==> config.mk <==
export PLATFORM = sky130hd
export DESIGN_NAME = sorted_timer_queue
export DESIGN_NICKNAME = d
export VERILOG_FILES = /design/src/stq_pkg.sv /design/src/sorted_timer_queue.sv
export SDC_FILE = /design/constraint.sdc
export NUM_CORES = 2
export LEC_CHECK = 0
export BUFFER_PORTS_ARGS = -buffer_cell sky130_fd_sc_hd__clkbuf_2
export CORE_ASPECT_RATIO = 0.5
export CORE_MARGIN = 2
export CORE_UTILIZATION = 30
export DETAILED_ROUTE_END_ITERATION = 6
export HOLD_SLACK_MARGIN = 0.1
export PLACE_DENSITY = 0.52
export REMOVE_ABC_BUFFERS = 1
export SETUP_SLACK_MARGIN = 0.02
export SYNTH_ARGS = -nofsm -noshare
export SYNTH_HDL_FRONTEND = slang
export SYNTH_SLANG_ARGS = --single-unit
==> constraint.sdc <==
create_clock -name clk -period 20.6 [get_ports clk]
set_clock_uncertainty 0.15 [all_clocks]
set_input_delay 3.09 -clock clk [delete_from_list [all_inputs] [get_ports clk]]
set_output_delay 3.09 -clock clk [all_outputs]
set_load 0.01 [all_outputs]
==> src/stq_pkg.sv <==
// shared types and constants of the sorted timer queue
package stq_pkg;
	localparam int NumTimers = 16;
	localparam int SlotW = 4;
	localparam int MaxFires = 16;
	localparam logic [15:0] IdleDelayReset = 16'd100;

	localparam logic [1:0] CmdAdd = 2'd0;
	localparam logic [1:0] CmdRemove = 2'd1;
	localparam logic [1:0] CmdRun = 2'd2;

	localparam logic [1:0] KindAdd = 2'd0;
	localparam logic [1:0] KindRemove = 2'd1;
	localparam logic [1:0] KindFired = 2'd2;
	localparam logic [1:0] KindDone = 2'd3;

	localparam logic [1:0] ErrOk = 2'd0;
	localparam logic [1:0] ErrFull = 2'd1;
	localparam logic [1:0] ErrSlot = 2'd2;

	typedef logic [SlotW-1:0] slot_t;
endpackage

==> src/sorted_timer_queue.sv <==
// sorted timer queue top level: timer table, rank keeping and sequencer
// throughput: one word at a time; the next word is taken once the last result is taken
// each walk visits one slot per cycle; the enqueue walk compares 64-bit deadlines, the head searches 4-bit ranks
// reset: asynchronous, active low; clears slot valid bits, sequencer and output valid,
// and loads idle_delay with 100; slot payload storage has no reset
module sorted_timer_queue import stq_pkg::*; (
	input  logic        clk,
	input  logic        arst_n,
	input  logic        in_valid,
	output logic        in_stall,
	input  logic [1:0]  command,
	input  logic [63:0] now,
	input  logic [31:0] interval,
	input  logic        oneshot,
	input  logic [3:0]  slot,
	output logic        out_valid,
	input  logic        out_stall,
	output logic [1:0]  kind,
	output logic [3:0]  timer_slot,
	output logic [63:0] fire_time,
	output logic [63:0] next_delay,
	output logic [1:0]  error,
	output logic        last,
	input  logic        cfg_valid,
	output logic        cfg_ready,
	input  logic [15:0] cfg_data
);
	typedef enum logic [2:0] {
		ST_IDLE, ST_ENQ, ST_FIND, ST_FIRE, ST_HEAD, ST_OUT
	} state_t;

	// timer table
	logic [NumTimers-1:0] valid_q;
	logic [NumTimers-1:0] oneshot_q;
	logic [NumTimers-1:0] fired_q;
	logic [31:0] interval_q [NumTimers];
	logic [63:0] deadline_q [NumTimers];
	slot_t rank_q [NumTimers];

	logic [15:0] idle_delay_q;
	state_t state_q;
	logic [63:0] now_q;
	slot_t cur_q;         // slot being placed or fired
	slot_t scan_q;        // walk index
	logic scan_end_q;
	slot_t pos_q;         // count of timers due no later than cur
	logic [4:0] nfired_q;
	logic best_ok_q;
	slot_t best_q;
	logic after_enq_q;    // enqueue belongs to a run

	// output register
	logic out_valid_q;
	logic [1:0] kind_q, error_q;
	slot_t tslot_q;
	logic [63:0] ftime_q, ndelay_q;
	logic last_q;

	// compare unit of the enqueue walk: one deadline against a key per cycle
	logic [63:0] cmp_key;
	logic cmp_le;
	always_comb begin
		cmp_key = deadline_q[cur_q];
		cmp_le = deadline_q[scan_q] <= cmp_key;
	end

	logic free_found;
	slot_t free_slot;
	always_comb begin
		free_found = 1'b0;
		free_slot = '0;
		for (int i = NumTimers - 1; i >= 0; i--) begin
			if (!valid_q[i]) begin
				free_found = 1'b1;
				free_slot = slot_t'(i);
			end
		end
	end

	logic [63:0] head_diff;
	assign head_diff = deadline_q[best_q] - now_q;

	assign in_stall = (state_q != ST_IDLE) || out_valid_q;
	assign cfg_ready = (state_q == ST_IDLE) && !out_valid_q;
	assign out_valid = out_valid_q;
	assign kind = kind_q;
	assign timer_slot = tslot_q;
	assign fire_time = ftime_q;
	assign next_delay = ndelay_q;
	assign error = error_q;
	assign last = last_q;

	always_ff @(posedge clk or negedge arst_n) begin
		if (!arst_n) begin
			state_q <= ST_IDLE;
			valid_q <= '0;
			out_valid_q <= 1'b0;
			idle_delay_q <= IdleDelayReset;
		end else begin
			if (out_valid_q && !out_stall)
				out_valid_q <= 1'b0;
			if (cfg_valid && cfg_ready)
				idle_delay_q <= cfg_data;
			case (state_q)
				ST_IDLE: begin
					if (in_valid && !in_stall) begin
						now_q <= now;
						case (command)
							CmdAdd: begin
								if (!free_found) begin
									out_valid_q <= 1'b1;
									kind_q <= KindAdd; tslot_q <= '0; error_q <= ErrFull;
									ftime_q <= '0; ndelay_q <= '0; last_q <= 1'b1;
								end else begin
									oneshot_q[free_slot] <= oneshot;
									interval_q[free_slot] <= interval;
									deadline_q[free_slot] <= now + {32'd0, interval};
									cur_q <= free_slot;
									scan_q <= '0; scan_end_q <= 1'b0; pos_q <= '0;
									after_enq_q <= 1'b0;
									state_q <= ST_ENQ;
								end
							end
							CmdRemove: begin
								out_valid_q <= 1'b1;
								kind_q <= KindRemove; tslot_q <= slot;
								ftime_q <= '0; ndelay_q <= '0; last_q <= 1'b1;
								if (!valid_q[slot]) begin
									error_q <= ErrSlot;
								end else begin
									error_q <= ErrOk;
									for (int i = 0; i < NumTimers; i++)
										if (valid_q[i] && rank_q[i] > rank_q[slot])
											rank_q[i] <= rank_q[i] - 1'b1;
									valid_q[slot] <= 1'b0;
								end
							end
							CmdRun: begin
								fired_q <= '0; nfired_q <= '0;
								scan_q <= '0; scan_end_q <= 1'b0; best_ok_q <= 1'b0;
								state_q <= ST_FIND;
							end
							default: ;
						endcase
					end
				end
				ST_ENQ: begin
					// one slot per cycle; counts timers due no later than the new one
					if (!scan_end_q) begin
						if (scan_q != cur_q && valid_q[scan_q] && cmp_le)
							pos_q <= pos_q + 1'b1;
						if (scan_q == slot_t'(NumTimers - 1)) scan_end_q <= 1'b1;
						else scan_q <= scan_q + 1'b1;
					end else begin
						for (int i = 0; i < NumTimers; i++)
							if (slot_t'(i) != cur_q && valid_q[i] && rank_q[i] >= pos_q)
								rank_q[i] <= rank_q[i] + 1'b1;
						rank_q[cur_q] <= pos_q;
						valid_q[cur_q] <= 1'b1;
						if (after_enq_q) begin
							scan_q <= '0; scan_end_q <= 1'b0; best_ok_q <= 1'b0;
							state_q <= ST_FIND;
						end else begin
							out_valid_q <= 1'b1;
							kind_q <= KindAdd; tslot_q <= cur_q; error_q <= ErrOk;
							ftime_q <= '0; ndelay_q <= '0; last_q <= 1'b1;
							state_q <= ST_IDLE;
						end
					end
				end
				ST_FIND: begin
					// head among valid, not yet fired timers
					if (!scan_end_q) begin
						if (valid_q[scan_q] && !fired_q[scan_q] &&
							(!best_ok_q || rank_q[scan_q] < rank_q[best_q])) begin
							best_ok_q <= 1'b1; best_q <= scan_q;
						end
						if (scan_q == slot_t'(NumTimers - 1)) scan_end_q <= 1'b1;
						else scan_q <= scan_q + 1'b1;
					end else if (!out_valid_q) begin
						if (best_ok_q && nfired_q != 5'(MaxFires) &&
							deadline_q[best_q] <= now_q) begin
							out_valid_q <= 1'b1;
							kind_q <= KindFired; tslot_q <= best_q; error_q <= ErrOk;
							ftime_q <= now_q; ndelay_q <= '0; last_q <= 1'b0;
							fired_q[best_q] <= 1'b1;
							nfired_q <= nfired_q + 1'b1;
							cur_q <= best_q;
							state_q <= ST_FIRE;
						end else begin
							scan_q <= '0; scan_end_q <= 1'b0; best_ok_q <= 1'b0;
							state_q <= ST_HEAD;
						end
					end
				end
				ST_FIRE: begin
					for (int i = 0; i < NumTimers; i++)
						if (slot_t'(i) != cur_q && valid_q[i] && rank_q[i] > rank_q[cur_q])
							rank_q[i] <= rank_q[i] - 1'b1;
					valid_q[cur_q] <= 1'b0;
					if (!oneshot_q[cur_q]) begin
						deadline_q[cur_q] <= now_q + {32'd0, interval_q[cur_q]};
						scan_q <= '0; scan_end_q <= 1'b0; pos_q <= '0;
						after_enq_q <= 1'b1;
						state_q <= ST_ENQ;
					end else begin
						scan_q <= '0; scan_end_q <= 1'b0; best_ok_q <= 1'b0;
						state_q <= ST_FIND;
					end
				end
				ST_HEAD: begin
					// head among all valid timers, then next delay
					if (!scan_end_q) begin
						if (valid_q[scan_q] && (!best_ok_q || rank_q[scan_q] < rank_q[best_q])) begin
							best_ok_q <= 1'b1; best_q <= scan_q;
						end
						if (scan_q == slot_t'(NumTimers - 1)) scan_end_q <= 1'b1;
						else scan_q <= scan_q + 1'b1;
					end else begin
						if (!best_ok_q)
							ndelay_q <= (idle_delay_q > 16'd1) ? {48'd0, idle_delay_q - 16'd1} : 64'd1;
						else if (deadline_q[best_q] > now_q && head_diff > 64'd1)
							ndelay_q <= head_diff - 64'd1;
						else
							ndelay_q <= 64'd1;
						state_q <= ST_OUT;
					end
				end
				ST_OUT: begin
					if (!out_valid_q) begin
						out_valid_q <= 1'b1;
						kind_q <= KindDone; tslot_q <= '0; error_q <= ErrOk;
						ftime_q <= '0; last_q <= 1'b1;
						state_q <= ST_IDLE;
					end
				end
				default: state_q <= ST_IDLE;
			endcase
		end
	end
endmodule

### Yosys cells after proc, flatten, opt, wreduce, memory -nomap -nowiden

Memory sizes are Yosys's and may differ from the RTL's. A register that Yosys moved wholly into a read port is not among the register bits.
Index checks and enable logic that the tools add are counted.

| storage, ports and cells | value |
|---|---|
| memories kept | 3 |
| RAM bits | 1600 |
| input bits | 124 |
| flip-flop bits (word level) | 293 |
| logic and storage cells | 844 |
| output and inout port bits | 140 |
| bits in latches | 0 |
| bits in read-only memories | 0 |

| operators by class | value |
|---|---|
| mux-type cells | 460 |
| eq/ne operators | 55 |
| reductions and logical operators | 164 |
| shift-type cells | 0 |
| magnitude comparators | 63 |
| divide/modulo/power cells | 0 |
| $add $sub $neg | 40 |
| bitwise gates (word level) | 38 |
| multiply operators | 0 |

Memory list:

| name | depth | width | read ports | clocked after memory_dff | wr ports | RTL line | text |
|---|---|---|---|---|---|---|---|
| deadline_q | 16 | 64 | 3 | 3 | 1 | sorted_timer_queue.sv:37 | `logic [63:0] deadline_q [NumTimers];` |
| interval_q | 16 | 32 | 1 | 1 | 1 | sorted_timer_queue.sv:36 | `logic [31:0] interval_q [NumTimers];` |
| rank_q | 16 | 4 | 20 | 3 | 17 | sorted_timer_queue.sv:38 | `slot_t rank_q [NumTimers];` |

Operators by type and width:

| operator | count |
|---|---|
| $mux W64 | 15 |
| $pmux W64 S4 | 2 |
| $mux W4 | 85 |
| $mux W1 | 284 |
| $mux W16 | 10 |
| $logic_and A1 B1 Y1 | 131 |
| $add A64 B32 Y64 | 2 |
| $gt A4 B4 Y1 | 32 |
| $le A64 B64 Y1 | 2 |
| $pmux W64 S2 | 1 |
| $add A4 B1 Y4 const B | 18 |
| $ge A4 B4 Y1 | 16 |
| $gt A64 B1 Y1 const B | 1 |
| $gt A64 B64 Y1 | 1 |
| $reduce_or A64 Y1 | 1 |
| $sub A4 B1 Y4 const B | 16 |
| $sub A64 B1 Y64 const B | 1 |
| $sub A64 B64 Y64 | 1 |
| $pmux W16 S3 | 1 |
| $mux W2 | 17 |
| $ne A2 B2 Y1 const B | 17 |
| $and A16 B16 Y16 | 2 |
| $ne A4 B4 Y1 const A | 8 |
| $not A16 Y16 | 2 |
| 56 further kinds | 154 |

### Logic depth before layout (Yosys ltp)

| logic depth | value |
|---|---|
| depth in word-level cells | 23 |
| gate-level depth with buffers | 21 |
| gate-level depth less buffers | 17 |

### Least setup slack after synthesis

Ideal clock, no wire load.

| timing path | value |
|---|---|
| path type | flip-flop to flip-flop |
| start | reg (tool-made name) |
| end | reg error_q[0], in the netlist error[0] (enable) |
| path buffers | 4 |
| slack | 3218 ps |
| library setup time | 892 ps |
| period minus slack after synthesis | 17382 ps |
| data arrival time | 16340 ps |
| data required time | 19558 ps |
| cell stages (with the launch flop) | 19 |
| cell sequence | dfxtp_1 -> clkbuf_1 -> clkbuf_1 -> buf_1 -> mux4_2 -> mux4_2 -> ha_1 -> buf_2 -> a21oi_1 -> o21ai_1 -> a211oi_4 -> o221a_2 -> o211ai_1 -> a21oi_1 -> o211a_1 -> o211a_1 -> nand2_1 -> a21o_1 -> a2111oi_0 |

RTL lines:

| element | RTL line | text |
|---|---|---|
| to (signal assigned) | sorted_timer_queue.sv:129 | `error_q <= ErrSlot;` |
| to (signal assigned) | sorted_timer_queue.sv:131 | `error_q <= ErrOk;` |
| to (signal assigned) | sorted_timer_queue.sv:165 | `kind_q <= KindAdd; tslot_q <= cur_q; error_q <= ErrOk;` |
| to (decl) | sorted_timer_queue.sv:54 | `logic [1:0] kind_q, error_q;` |

==> impl_metrics.xml <==
<?xml version="1.0" encoding="UTF-8"?>
<metrics>
  <group name="route">
    <metric name="number_of_drc_violations_after_detailed_routing" unit="">0</metric>
    <metric name="post_drt_wl_per_cell" unit="µm">29.5</metric>
    <metric name="dr.pass1.iters" unit="">6</metric>
    <metric name="antenna_viol_nets_final" unit="">0</metric>
    <metric name="wirelength" unit="µm">360000</metric>
    <metric name="via_per_inst" unit="">5.69</metric>
    <metric name="first_iter_violations" unit="">7338</metric>
    <metric name="dr_total_vias" unit="">69400</metric>
  </group>
  <group name="pwr">
    <metric name="post_layout_total_power" unit="mW">15.4</metric>
    <metric name="vdd.ir_drop.worst" unit="mV">0.0929</metric>
    <metric name="power_density" unit="nW/µm²">125</metric>
    <metric name="total_leakage_power" unit="nW">40.8</metric>
  </group>
  <group name="final_layout">
    <metric name="area_delta_synth_final" unit="%">12.8</metric>
    <metric name="final_nets" unit="">7774</metric>
    <metric name="share_of_cells_above_drive_strength_1" unit="%">28.5</metric>
    <metric name="fin_util" unit="%">34.0</metric>
    <metric name="fillerInstances" unit="">34500</metric>
  </group>
  <group name="yosys">
    <metric name="post_synth_and_or_nand_nor_area_fraction" unit="%">6.37</metric>
    <metric name="yosys_register_bits" unit="">1905</metric>
    <metric name="yosysMostFrequentCell" unit="">edfxtp_1</metric>
    <metric name="synthesis.instances" unit="">6967</metric>
    <metric name="synth_top_family_by_area" unit="">multiplexers</metric>
    <metric name="synthFlopType" unit="">edfxtp_1</metric>
    <metric name="synth_compound_area_share" unit="%">6.06</metric>
    <metric name="synth_seq_area_share" unit="%">52.2</metric>
    <metric name="synth.area.mux_share" unit="%">25.9</metric>
    <metric name="ys_warn_count" unit="">0</metric>
    <metric name="synth_enable_flop_cells" unit="">1857</metric>
    <metric name="netlist_top_cells_area" unit="">edfxtp_1 51%, mux4_2 25%, ha_1 4.9%, xnor2_1 1.3%, a21oi_1 1.3%</metric>
    <metric name="synth.avg_cell_area" unit="µm²">15.7</metric>
    <metric name="synth_async_sr_flop_share" unit="%">1.89</metric>
    <metric name="synthTopCellsByCount" unit="">1857 x edfxtp_1, 1214 x mux4_2, 427 x ha_1, 364 x nor2_1, 331 x nand2_1</metric>
    <metric name="synth.largest_area_cell" unit="">edfxtp_1</metric>
    <metric name="yosysUniqueCellTypes" unit="">102</metric>
    <metric name="synth_fa_ha_area_share" unit="%">5.08</metric>
    <metric name="netlist.area_leader.share" unit="%">51.1</metric>
    <metric name="synth.cell_area" unit="µm²">109000</metric>
    <metric name="post_synthesis_xor_xnor_area_fraction" unit="%">2.07</metric>
  </group>
  <group name="worst_setup_path">
    <metric name="crit_top_cell" unit="">buf_4</metric>
    <metric name="crit_path_depth" unit="">17</metric>
    <metric name="number_of_cells_on_the_worst_reg_to_reg_path" unit="">17</metric>
    <metric name="required_time_of_the_worst_setup_path" unit="ps">21020</metric>
    <metric name="largest_stage_delay_on_the_critical_path" unit="ps">870</metric>
    <metric name="endpoint_kind" unit="">flop</metric>
    <metric name="crit_path_start_kind" unit="">flop</metric>
    <metric name="worstPathCellList" unit="">buf_4, buf_4, mux4_2, mux4_2, ha_1, nand2_1, nor3_1, o211a_1, nand2_1, o21ai_0, o21ai_0, a2111oi_1, nand4b_1, or2_2, nor4_4, buf_4, o32ai_1</metric>
    <metric name="crit_buf_inv" unit="">3</metric>
    <metric name="cp_data_arrival_time" unit="ps">9390</metric>
    <metric name="crit_path_top_delay_cell" unit="">dfxtp_4</metric>
    <metric name="path_delay_family" unit="">buffers and inverters</metric>
    <metric name="criticalPathCategory" unit="">reg2reg</metric>
    <metric name="crit_path_max_fanout" unit="">63</metric>
  </group>
  <group name="global_routing">
    <metric name="grt_overflow" unit="">0</metric>
    <metric name="first_global_vias" unit="">69200</metric>
    <metric name="tot_gr_track_use" unit="%">18.9</metric>
    <metric name="first_pass_grt_wire_length" unit="µm">511000</metric>
    <metric name="initial_antenna_violation_count" unit="">21</metric>
    <metric name="grt_max_degree" unit="">126</metric>
  </group>
  <group name="run_status">
    <metric name="outcome" unit="">finished clean</metric>
  </group>
  <group name="floorplanning">
    <metric name="floorplan.die.width" unit="µm">857</metric>
    <metric name="die_area" unit="µm²">369000</metric>
    <metric name="placementRows" unit="">156</metric>
    <metric name="die_h" unit="µm">430</metric>
    <metric name="floorplan.io_pins" unit="">264</metric>
    <metric name="core-area" unit="µm²">362000</metric>
    <metric name="start_util" unit="%">30.2</metric>
  </group>
  <group name="worst_hold_path">
    <metric name="timing.hold.worst.class" unit="">reg2reg</metric>
    <metric name="whs_path_depth" unit="">1</metric>
  </group>
  <group name="clock_network">
    <metric name="tritoncts" unit="">built</metric>
    <metric name="clkSinkCount" unit="">1905</metric>
    <metric name="post_cts.repair.setup_buffers" unit="">0</metric>
    <metric name="hold_buffers" unit="">0</metric>
    <metric name="cts-buffers-inserted" unit="">205</metric>
    <metric name="clockBufferDepth" unit="">4</metric>
    <metric name="worst_setup_hold_path_clk_slew" unit="ps">70</metric>
    <metric name="root_buffer" unit="">clkbuf_16</metric>
    <metric name="postCtsResizedCells" unit="">0</metric>
    <metric name="clk_latency_worst_skew_pair" unit="ps">890</metric>
    <metric name="ctsHtreeMaxLevel" unit="">4</metric>
  </group>
  <group name="sta">
    <metric name="slew_violations" unit="">0</metric>
    <metric name="max_freq" unit="MHz">112</metric>
    <metric name="final-setup-viol-count" unit="">0</metric>
    <metric name="grt_setup_unrepaired" unit="">no</metric>
    <metric name="worst_hold_slack" unit="ps">419</metric>
    <metric name="period_share" unit="%">43.5</metric>
    <metric name="layout_min_cycle_time" unit="ps">8970</metric>
    <metric name="final_hold_viol_count" unit="">0</metric>
    <metric name="timing.max_slew.rel_slack" unit="%">10.2</metric>
    <metric name="timing_worst_slew_pin_value" unit="ps">1340</metric>
  </group>
  <group name="place">
    <metric name="gpl.final_weighted_congestion" unit="">0.912</metric>
    <metric name="place.port_buffers" unit="">263</metric>
    <metric name="detailedPlacementHpwl" unit="µm">236000</metric>
  </group>
  <group name="job">
    <metric name="max_cap_violations" unit="">0</metric>
  </group>
</metrics>
layout make-up:
class	instances	area (µm²)	share of cell area (%)
diodes	11	27.5	0.0224
clock buffers	246	5380	4.37
clock inverters	104	926	0.752
inverters	244	921	0.748
multi-input cells	4403	50000	40.6
flip-flops and latches	1905	57000	46.3
well taps	4819	6030	4.90
repair buffers	454	2880	2.34
flip-flops by register name, summed over array words and instances, names as in the netlist, 3 cells and up, named ones only:
signal	count
nfired_q	5
now_q	64
deadline_q	1024
fired_q	16
scan_q	4
valid_q	16
best_q	4
idle_delay_q	16
state_q	3
rank_q	64
timer_slot	4
interval_q	512
pos_q	4
next_delay	64
cur_q	4
oneshot_q	16
fire_time	64
per-stage QoR:
stage          setup WS (ps)  TNS [ps]  cell area [µm²]  std cells
3_3_place_gp           11620         0           117000      11800
2_1_floorplan          -6680  -1001180           107000       6552
3_5_place_dp           11630         0           117000      11800
6_report               11630         0           123000      12200
4_1_cts                11590         0           123000      12200
5_1_grt                10860         0           123000      12200
report_power, final:
group / leakage, nW / internal (mW) / switching [mW]
clock network: 3.09 / 2.04 / 1.56
logic: 20.5 / 2.97 / 3.88
registers: 17.3 / 4.59 / 0.385
final timing paths:
| path | start | to | slack, ps |
|---|---|---|---|
| max in group asynchronous | arst_n | idle_delay_q[2] | 17390 |
| worst min-delay path | idle_delay_q[15] | idle_delay_q[15] | 420 |
| min in group asynchronous | arst_n | valid_q[0] | 2060 |
| worst max-delay path | flop | next_delay[15] | 11630 |
| worst max register to register | flop | next_delay[15] | 11630 |
| worst min register to register | idle_delay_q[15] | idle_delay_q[15] | 420 |
placed cells by master, fill, tap and decap left out, drive strengths merged, types with 20 or more instances in the layout:
master	n
o21a	46
a21oi	276
ha	427
a31oi	33
or3	24
dfrtp	33
xnor2	165
mux2i	52
o211ai	24
buf	191
mux4	1214
nand3	84
inv	248
clkinv	79
a21o	134
nor2b	69
nand4	110
a211oi	39
o21bai	20
o22ai	22
xor2	93
edfxtp	1857
and2	26
o31ai	21
nor2	364
mux2	36
nand2	331
clkbuf	509
nor3	153
or4	20
nand2b	71
nor4	46
o21ai	211
and3	37
worst register-to-register path: stages, from the launching register on:
cell	delay, ps
dfxtp_4	870
buf_4	870
buf_4	770
mux4_2	600
mux4_2	590
ha_1	560
nand2_1	130
nor3_1	510
o211a_1	260
nand2_1	80
o21ai_0	390
o21ai_0	170
a2111oi_1	600
nand4b_1	530
or2_2	490
nor4_4	240
buf_4	610
o32ai_1	250
layer usage:
| metal | routed length (µm) | up-vias | GRT usage, % |
|---|---|---|---|
| met5 | 46 | - | 0 |
| met4 | 15600 | 8 | 7.40 |
| met3 | 22800 | 608 | 2.75 |
| met2 | 178000 | 2709 | 32.3 |
| met1 | 144000 | 36700 | 24.4 |
| li1 | - | 29400 | - |
cell families (layout without fill, tap and decap cells):
kind of cell	count (synthesis)	after routing
and+or+nand+nor	1399	1399
buffers and inverters	659	1048
muxes	1302	1302
adders and majority gates	437	437
AOI/OAI and AO/OA	1007	1007
xor gates and xnor gates	258	258
other	0	11
DFF	1905	1905
No activity file was read; power rests on OpenSTA's default activity.
